$ cat config.mk
export PLATFORM = sky130hd
export DESIGN_NAME = wmrg_sorter
export DESIGN_NICKNAME = d
export VERILOG_FILES = /design/src/hdl/wmrg_pkg.sv /design/src/hdl/wmrg_sorter.sv
export SDC_FILE = /design/constraint.sdc
export NUM_CORES = 1
export LEC_CHECK = 0
export BUFFER_PORTS_ARGS = -buffer_cell sky130_fd_sc_hd__buf_2
export CAP_MARGIN = 10
export CORE_AREA = 5 5 272 274
export DETAILED_ROUTE_END_ITERATION = 10
export DIE_AREA = 0 0 277 279
export PLACE_DENSITY_LB_ADDON = 0.25
export SETUP_SLACK_MARGIN = 0.5
export SYNTH_ARGS = -nofsm -noshare
export SYNTH_HDL_FRONTEND = slang
export SYNTH_SLANG_ARGS = --single-unit
$ cat constraint.sdc
create_clock -name clock -period 8.8 [get_ports clock]
set_clock_uncertainty 0.15 [all_clocks]
set_input_delay 0.44 -clock clock [delete_from_list [all_inputs] [get_ports clock]]
set_output_delay 0.44 -clock clock [all_outputs]
set_load 0.05 [all_outputs]
$ cat src/hdl/wmrg_pkg.sv
// wmrg_pkg: shared constants, types and state codes for the windowed median range gate
// no dependencies; imported by every module of the block

package wmrg_pkg;

   // default sizing of the top level
   localparam int BEACONS_DEF       = 8;
   localparam int HISTORY_DEPTH_DEF = 16;
   localparam int RANGE_BITS_DEF    = 24;

   // fixed field widths
   localparam int BEACON_IDX_W = 3;
   localparam int TS_W         = 63;
   localparam int SAMPLE_W     = 24;
   localparam int COUNT_W      = 5;
   localparam int MEDIAN_W     = 25;
   localparam int WINDOW_W     = 32;
   localparam int THRESH_W     = 24;
   localparam int MINHIST_W    = 5;

   // stream payload layout
   localparam int REQ_TDATA_W    = 96;
   localparam int REQ_BEACON_LSB = 0;
   localparam int REQ_TS_LSB     = REQ_BEACON_LSB + BEACON_IDX_W;
   localparam int REQ_RANGE_LSB  = REQ_TS_LSB + TS_W;

   localparam int RSP_TDATA_W      = 40;
   localparam int RSP_ACCEPTED_BIT = 0;
   localparam int RSP_GOOD_BIT     = 1;
   localparam int RSP_COUNT_LSB    = 2;
   localparam int RSP_MEDIAN_LSB   = RSP_COUNT_LSB + COUNT_W;
   localparam int RSP_EMPTY_BIT    = RSP_MEDIAN_LSB + MEDIAN_W;
   localparam int RSP_PAD_W        = RSP_TDATA_W - RSP_EMPTY_BIT - 1;

   // register port
   localparam int CSR_INDEX_W = 2;
   localparam int CSR_DATA_W  = 32;

   localparam logic [CSR_INDEX_W-1:0] CSR_WINDOW      = 2'd0;
   localparam logic [CSR_INDEX_W-1:0] CSR_THRESHOLD   = 2'd1;
   localparam logic [CSR_INDEX_W-1:0] CSR_MIN_HISTORY = 2'd2;

   localparam logic [WINDOW_W-1:0]  WINDOW_RST  = 32'd10000000;
   localparam logic [THRESH_W-1:0]  THRESH_RST  = 24'd1000;
   localparam logic [MINHIST_W-1:0] MINHIST_RST = 5'd3;

   typedef enum logic [2:0] {
      ST_IDLE,
      ST_PRUNE_RD,
      ST_PRUNE_CHK,
      ST_SORT,
      ST_PICK_LO,
      ST_PICK_HI,
      ST_GATE,
      ST_DONE
   } state_type;

   typedef struct packed {
      logic clear;
      logic insert;
   } sort_ctl_type;

endpackage

$ cat src/hdl/wmrg_sorter.sv
// wmrg_sorter: insertion sorter that keeps the ranges of one history in ascending order
// one value enters per cycle while insert is high; any rank can be read out; depends on wmrg_pkg

module wmrg_sorter #(
   parameter int  DEPTH  = wmrg_pkg::HISTORY_DEPTH_DEF,
   parameter int  DATA_W = wmrg_pkg::RANGE_BITS_DEF,
   localparam int IDX_W  = $clog2(DEPTH)
) (
   input  logic                  clock,
   input  logic                  reset,
   input  wmrg_pkg::sort_ctl_type ctl,
   input  logic [DATA_W-1:0]     ins_data,
   input  logic [IDX_W-1:0]      rd_idx,
   output logic [DATA_W-1:0]     rd_data
);
   import wmrg_pkg::*;

   localparam int CNT_W = $clog2(DEPTH + 1);

   logic [DATA_W-1:0] slot_ff [DEPTH];
   logic [DATA_W-1:0] slot_in [DEPTH];
   logic [CNT_W-1:0]  count_ff;
   logic [CNT_W-1:0]  count_in;
   logic [DEPTH-1:0]  keep;

   // keep marks the sorted prefix that stays put; the rest shifts up by one
   always_comb begin
      for (int j = 0; j < DEPTH; j++) begin
         keep[j] = (CNT_W'(j) < count_ff) && (slot_ff[j] <= ins_data);
      end
      slot_in[0] = keep[0] ? slot_ff[0] : ins_data;
      for (int j = 1; j < DEPTH; j++) begin
         if (keep[j]) begin
            slot_in[j] = slot_ff[j];
         end else if (keep[j-1]) begin
            slot_in[j] = ins_data;
         end else begin
            slot_in[j] = slot_ff[j-1];
         end
      end
   end

   always_comb begin
      count_in = count_ff;
      priority if (ctl.clear) begin
         count_in = '0;
      end else if (ctl.insert) begin
         count_in = count_ff + 1'b1;
      end
   end

   always_ff @(posedge clock) begin
      if (reset) begin
         count_ff <= '0;
      end else begin
         count_ff <= count_in;
      end
   end

   always_ff @(posedge clock) begin
      if (ctl.insert) begin
         for (int j = 0; j < DEPTH; j++) begin
            slot_ff[j] <= slot_in[j];
         end
      end
   end

   assign rd_data = slot_ff[rd_idx];

endmodule

==> results of run 1 <==
==> worst reg2reg max path: cells and delay by family, from the launching register on <==
family        cells  cell delay [ns]
fa+ha+maj         1             0.39
buf+inv           1             0.46
flops             1             0.52
simple gates      5             3.30
==> logic make-up (layout without fill, tap and decap cells) <==
logic type      count (synthesis)  after routing  synth area share [%]
mux                           457            457                  23.2
other cells                     0              2                     0
compound gates                388            388                  8.72
fa+ha+maj                     385            385                  17.0
buf+inv                       151            225                  2.29
xor+xnor                        4              4                 0.124
simple gates                  410            410                  7.40
flops                         389            389                  41.2
==> cells in the final DEF, fill, tap and decap left out, drive strengths merged, types with 4 or more instances in the layout <==
cell     synthesis  layout
ha             385     385
edfxtp         384     384
mux2           336     336
a21oi          159     159
nand2          127     127
mux4           120     120
buf             42      98
nand4           82      82
nand3           66      66
o21ai           63      63
clkbuf          68      59
inv             40      42
nor2            37      37
a31oi           27      27
o311ai          24      24
nor3            24      24
o211ai          22      22
nor2b           20      20
a211oi          20      20
nor4            16      16
a21o            15      15
clkinv           1      15
a21boi          10      10
and4             8       8
o31ai            6       6
and2             6       6
o21a             6       6
bufinv           0       6
a2111oi          6       6
nand2b           5       5
dfxtp            5       5
and3             5       5
a22oi            5       5
or2              5       5
o22ai            5       5
or3              4       4
a211o            4       4
==> sequential cells by signal, summed over array words and instances (netlist names) <==
name / count
slot_ff: 384
count_ff: 5
==> layout make-up <==
cell class	count	area, sq um	area share (%)
sequential	389	11600	37.2
timing repair buffer	101	637	2.04
antenna	2	5.00	0.0160
clock buffer	59	1280	4.10
multi-input combinational	1644	16100	51.5
tap	950	1190	3.80
clock inverter	24	283	0.904
inverter	41	154	0.492
==> metrics by stage <==
stage	total power, mW	instance area [sq um]	hold WS, ns
6_report	5.32	31300	0.0954
5_1_grt	5.49	31300	0.0890
4_1_cts	5.32	31300	0.0720
3_5_place_dp	3.29	29700	0.456
3_3_place_gp	3.27	29700	0.449
2_1_floorplan	2.90	28300	0.367
==> power by group <==
| part | switching [mW] | total (mW) | internal, mW |
|---|---|---|---|
| Clock | 0.841 | 2.05 | 1.21 |
| Combinational | 0.597 | 0.972 | 0.376 |
| Sequential | 0.127 | 2.30 | 2.18 |
==> synth_stat cells (3+ instances only) <==
cell	instances	share of area (%)
nand2_1	127	1.7
dfxtp_1	5	0.35
xor2_1	3	0.093
a31oi_1	27	0.60
buf_1	3	0.040
and2_1	6	0.13
mux2_4	19	1.0
o31ai_1	6	0.16
and4_1	8	0.25
edfxtp_1	384	41
buf_2	29	0.51
and3_1	5	0.11
o211ai_1	22	0.58
o311ai_0	24	0.74
a21oi_2	3	0.093
o21ai_0	62	1.1
nor3_1	23	0.41
buf_4	8	0.21
a21oi_1	156	2.8
a22oi_1	4	0.11
nor2_1	37	0.49
inv_1	40	0.53
nand3_1	66	1.2
mux4_2	120	9.6
a211oi_1	18	0.48
nor2b_1	20	0.44
o21bai_1	3	0.080
o22ai_2	3	0.13
a211o_1	4	0.12
nand2b_1	5	0.11
a221oi_1	3	0.093
o21a_1	6	0.16
or3_1	4	0.089
clkbuf_1	68	0.90
a21boi_0	9	0.24
a2111oi_0	5	0.15
a21o_1	15	0.40
nand4_1	82	1.8
mux2_2	317	13
ha_1	385	17
nor4_1	15	0.33
or2_2	4	0.089
==> worst max-delay path by stage <==
| stage | cells after the start | startpoint | slack (ns) | end |
|---|---|---|---|---|
| after floorplan | 10 | ins_data[22] | 4.70 | slot_ff[6][0] |
| after global placement | 9 | ins_data[22] | 3.00 | slot_ff[7][20] |
| after detailed placement | 9 | ins_data[22] | 3.01 | slot_ff[7][20] |
| after CTS | 9 | ins_data[22] | 3.60 | slot_ff[7][20] |
| after global routing | 9 | ins_data[22] | 3.43 | slot_ff[7][23] |
| final | 9 | ins_data[21] | 3.46 | slot_ff[7][20] |
==> metal layers <==
layer / up-vias / GRT usage (%)
met5: - / 0
met4: 6 / 11.1
met3: 225 / 5.97
met2: 1092 / 42.8
met1: 11063 / 36.8
li1: 8956 / -
==> metrics.txt, run 1 <==
Hold Vio Cnt, Final 0; Arr. time, crit path 5.45 ns; Clk pin slew, worst setup/hold paths 0.06 ns; Worst VDD drop 0.157 mV; HP Start ins_data[12]; CTS tree built; highest routed metal layer met5; flops & latches, synth 389; Leakage 11.6 nW; Die Area 77300 sq um; CTS sink count 389; drt drc 0; first-pass GRT wire length 154000 microns; Skew-Pair Late Insertion Delay 0.60 ns; WL/cell 33.9 microns; Seq/Total Area, Yosys 41.2%; Critical Path Sink Type flip-flop; Worst Path Max Fanout 49; Least-Margin Pin Slew 1.31 ns; Hold Path Stages 1; min setup slack post-route 3.46 ns; EDFF count, synth 384; CP bufs+invs 3; HPWL reported at the end of detailed placement 79400 microns; post-CTS resize count 0; CP Launch Type input pin; # H-tree levels 2; remaining global-route overflow 0; Total Routing Usage GR 27.2%; Non-Filler Instances 3210; Yosys cell types 68; CP Class in -> reg; DP Cell Count 3122; Initial Util 39.7%; setup TNS 0 ns; vias in the first global route 20.8k; met1 WL 44700 microns; cell family with most CP delay simple AND/OR/NAND/NOR gates; Post-CTS Hold Buffers 3; Max stage delay cell, worst path and3_2; first-pass iteration count of the detailed router 5; critical-path cell list buf_2, inv_1, ha_1, nand4_1, nor4_1, and3_2, nor3_1, nor2_2, buf_4; nets 2640; syn_nets 2601; final setup vio count 0; Final Util 44.0%; Root Buffer clkbuf_16; PortBufs 55; pre-CTS setup slack 3.01 ns; CTS Buf Count 46; Pwr Density 170 nW/um^2; synthesized cell area 28300 sq um; Cells after Synth 2184; Iteration-0 DRC Markers 2533; synth-to-layout area growth 10.7%; layout cell share with drive strength beyond 1 29.1%; met2 WL 48900 microns; # Post-CTS Setup Buffers 0; Critical R2R Launch slot_ff[7][22]; Die Wd 277 microns; Relative slew margins 12.6%; fin. max-slew vios 0; R2R cell count 7; DR vias/cell 6.65; fin crit period 5.34 ns; maxcap violations 0; FF-to-FF setup slack 3.67 ns; Placer Congestion 1.00; antenna viol nets, final 0; Fmax 0.187 GHz; ys async rst share 0%; HP Class in -> reg; wire length on met3 9730 microns; Synth Flop Type edfxtp_1; largest net degree at the start of global routing 59; synth warn 0; status finished, final reports clean; antenna violations before repair 6; hold endpoint slot_ff[0][12]; vias 21.3k; core area 71100 sq um; CTS Buffer Depth 3; Top-Level Pins 56; Crit path required time 8.91 ns; fillcell total 6477; Post-Route WL 109000 microns; syn_area_per_cell 12.9 sq um; reg2reg end slot_ff[7][20]; period utilization 60.7%; Die Span Y 279 microns; Worst path max stage delay 1.04 ns; unrepaired setup endpoints after global routing false; FP Rows 98
(Power assumes the default switching activity.)
==> run 2: changes to the inputs <==
clock period = 4.6 ns   (was 8.8 ns; I/O delays follow)
==> run 2 against run 1 <==
Sequential power is 91% higher. Register-to-register slack worse by 2.7 ns. Worst hold slack worse by 0.047 ns. Critical path type unchanged.
==> metrics.txt, run 2 (synthesis gave the netlist of run 1 again) <==
Worst path max stage delay 0.61 ns (-0.43 ns); Total Routing Usage GR 24.7% (-2.5 points); HPWL reported at the end of detailed placement 74300 microns (-6.4%); FF-to-FF setup slack 0.99 ns (-2.68 ns); Die Span Y 279 microns (unchanged); period utilization 88.4%; remaining global-route overflow 0 (unchanged); nets 2745 (+4.0%); Crit path required time 4.79 ns (-4.12 ns); reg2reg end slot_ff[14][16]; largest reg by FF count slot_ff; fin crit period 4.06 ns; FP Rows 98 (unchanged); CTS Buffer Depth 3 (unchanged); Critical R2R Launch slot_ff[14][23]; antenna viol nets, final 0 (unchanged); Max stage delay cell, worst path a21oi_4; fin. max-slew vios 0 (unchanged); most common cell after layout, fill and taps aside ha_1; Pwr Density 312 nW/um^2 (+83%); number of flip-flops in the largest register 384 (unchanged); largest net degree at the start of global routing 74 (+25%); Leakage 12.1 nW (+3.9%); final hold slack 0.0488 ns (-0.0466 ns); # H-tree levels 2 (unchanged); Least-Margin Pin Slew 0.940 ns (-0.370 ns); WL/cell 30.0 microns (-11%); R2R cell count 8 (+1); Die Area 77300 sq um (unchanged); setup TNS 0 ns (unchanged); DR vias/cell 6.37 (-4.3%); CP Class in -> reg; unrepaired setup endpoints after global routing true; maxcap violations 0 (unchanged); Top-Level Pins 56 (unchanged); synth-to-layout area growth 13.9%; CP Launch Type input pin; Initial Util 39.7% (unchanged); CTS sink count 389 (unchanged); most frequent cells in the layout ha_1, edfxtp_1, mux2_2; Iteration-0 DRC Markers 2237 (-12%); DP Cell Count 3196 (+2.4%); crit path capture slot_ff[2][19]; Non-Filler Instances 3311 (+3.1%); Hold Vio Cnt, Final 0 (unchanged); vias in the first global route 21.1k (+1.2%); Fmax 0.246 GHz; critical-path cell list dlygate4sd3_1, buf_2, clkinvlp_4, ha_1, a21oi_1, o21ai_0, a22oi_1, o211ai_1, a21oi_4, buf_4, mux2_2; Root Buffer clkbuf_16; vias 21.1k (-1.2%); design area 32200 sq um (+2.9%); CP startpoint ins_data[11]; Worst VDD drop 0.291 mV (+86%); top flop regs slot_ff x384, count_ff x5; CTS tree built; drt drc 0 (unchanged); status finished, final reports clean; Arr. time, crit path 4.26 ns (-1.19 ns); first-pass iteration count of the detailed router 5 (unchanged); Die Wd 277 microns (unchanged); HP Class in -> reg; core area 71100 sq um (unchanged); layout cell share with drive strength beyond 1 31.1% (+2.0 points); Critical Path Sink Type flip-flop; Skew-Pair Late Insertion Delay 0.61 ns (about the same); PortBufs 55 (unchanged); placed standard-cell area 30400 sq um (+2.3%); n_diodes 0 (-2); Post-Route WL 99300 microns (-8.7%); first-pass GRT wire length 144000 microns (-6.6%); Final Util 45.3% (+1.3 points); Worst Path Max Fanout 16 (-67%); Relative slew margins 37.0% (+24 points); Clk pin slew, worst setup/hold paths 0.06 ns (about the same); CTS Buf Count 48 (+4.3%); fillcell total 6448 (-0.45%); final setup vio count 0 (unchanged); Placer Congestion 0.921 (-7.9%); antenna violations before repair 2 (-4)
-- run 2: cell count changes in the layout (fill, tap and decap cells not counted), moves of 2 or more --
cell / delta
buf_4: +69
dlygate4sd3_1: +22
buf_12: +11
clkinv_1: +8
clkinvlp_4: +6
inv_1: -5
clkbuf_8: -4
clkinv_2: -4
bufinv_16: -2
clkbuf_1: +2
clkinv_4: -2
diode_2: -2
-- run 2: worst min path at each step --
stage / from / end / cells past startpoint
CTS: ins_data[3] / slot_ff[0][3] / 2
global placement: reset / count_ff[0] / 2
finish: ins_data[3] / slot_ff[0][3] / 2
floorplan: reset / count_ff[0] / 1
detailed placement: reset / count_ff[0] / 2
global route: ins_data[3] / slot_ff[0][3] / 2
-- run 2: power by group --
group	total, mW	internal [mW]	switching [mW]
Combinational	1.90	0.776	1.12
Clock	3.75	2.16	1.59
Sequential	4.39	4.16	0.224
Total	10.0	7.09	2.94
-- run 2: cell type report --
| class | instances | area (sq um) | area share, % |
|---|---|---|---|
| timing repair buffer | 203 | 1600 | 4.96 |
| inverter | 41 | 173 | 0.536 |
| clock inverter | 25 | 223 | 0.692 |
| tap | 950 | 1190 | 3.69 |
| multi-input combinational | 1645 | 16100 | 50.1 |
| clock buffer | 58 | 1260 | 3.91 |
| sequential | 389 | 11600 | 36.1 |
-- run 2: per-layer routing --
metal	GRT usage (%)	part of all wire, %	vias up	routed length, microns
met5	0	0	-	0
met4	10.8	5.3	0	5250
met3	4.55	7.2	206	7160
met2	40.8	47	951	46300
met1	32.2	41	10770	40600
li1	-	-	9150	-
-- run 2: critical path, delay by kind of cell --
kind,cells,cell delay [ns]
AO/OA/AOI/OAI,5,1.61
multiplexers,1,0.36
adder cells (fa/ha/maj),1,0.51
buffers and inverters,4,1.52
-- run 2: stage by stage --
step,setup WS (ns),power (mW)
after global routing,0.504,10.4
after detailed placement,0.150,6.29
after global placement,0.204,6.24
final,0.536,10.0
after floorplan,0.707,5.55
after CTS,0.508,10.0
-- run 2: what timing repair did --
item                                    in CTS  in global routing
hold endpoints to repair                    26                  0
gates resized for setup                      0                  7
hold buffers                                25                  0
setup buffers                                0                  6
endpoints found under the setup margin       0                 93
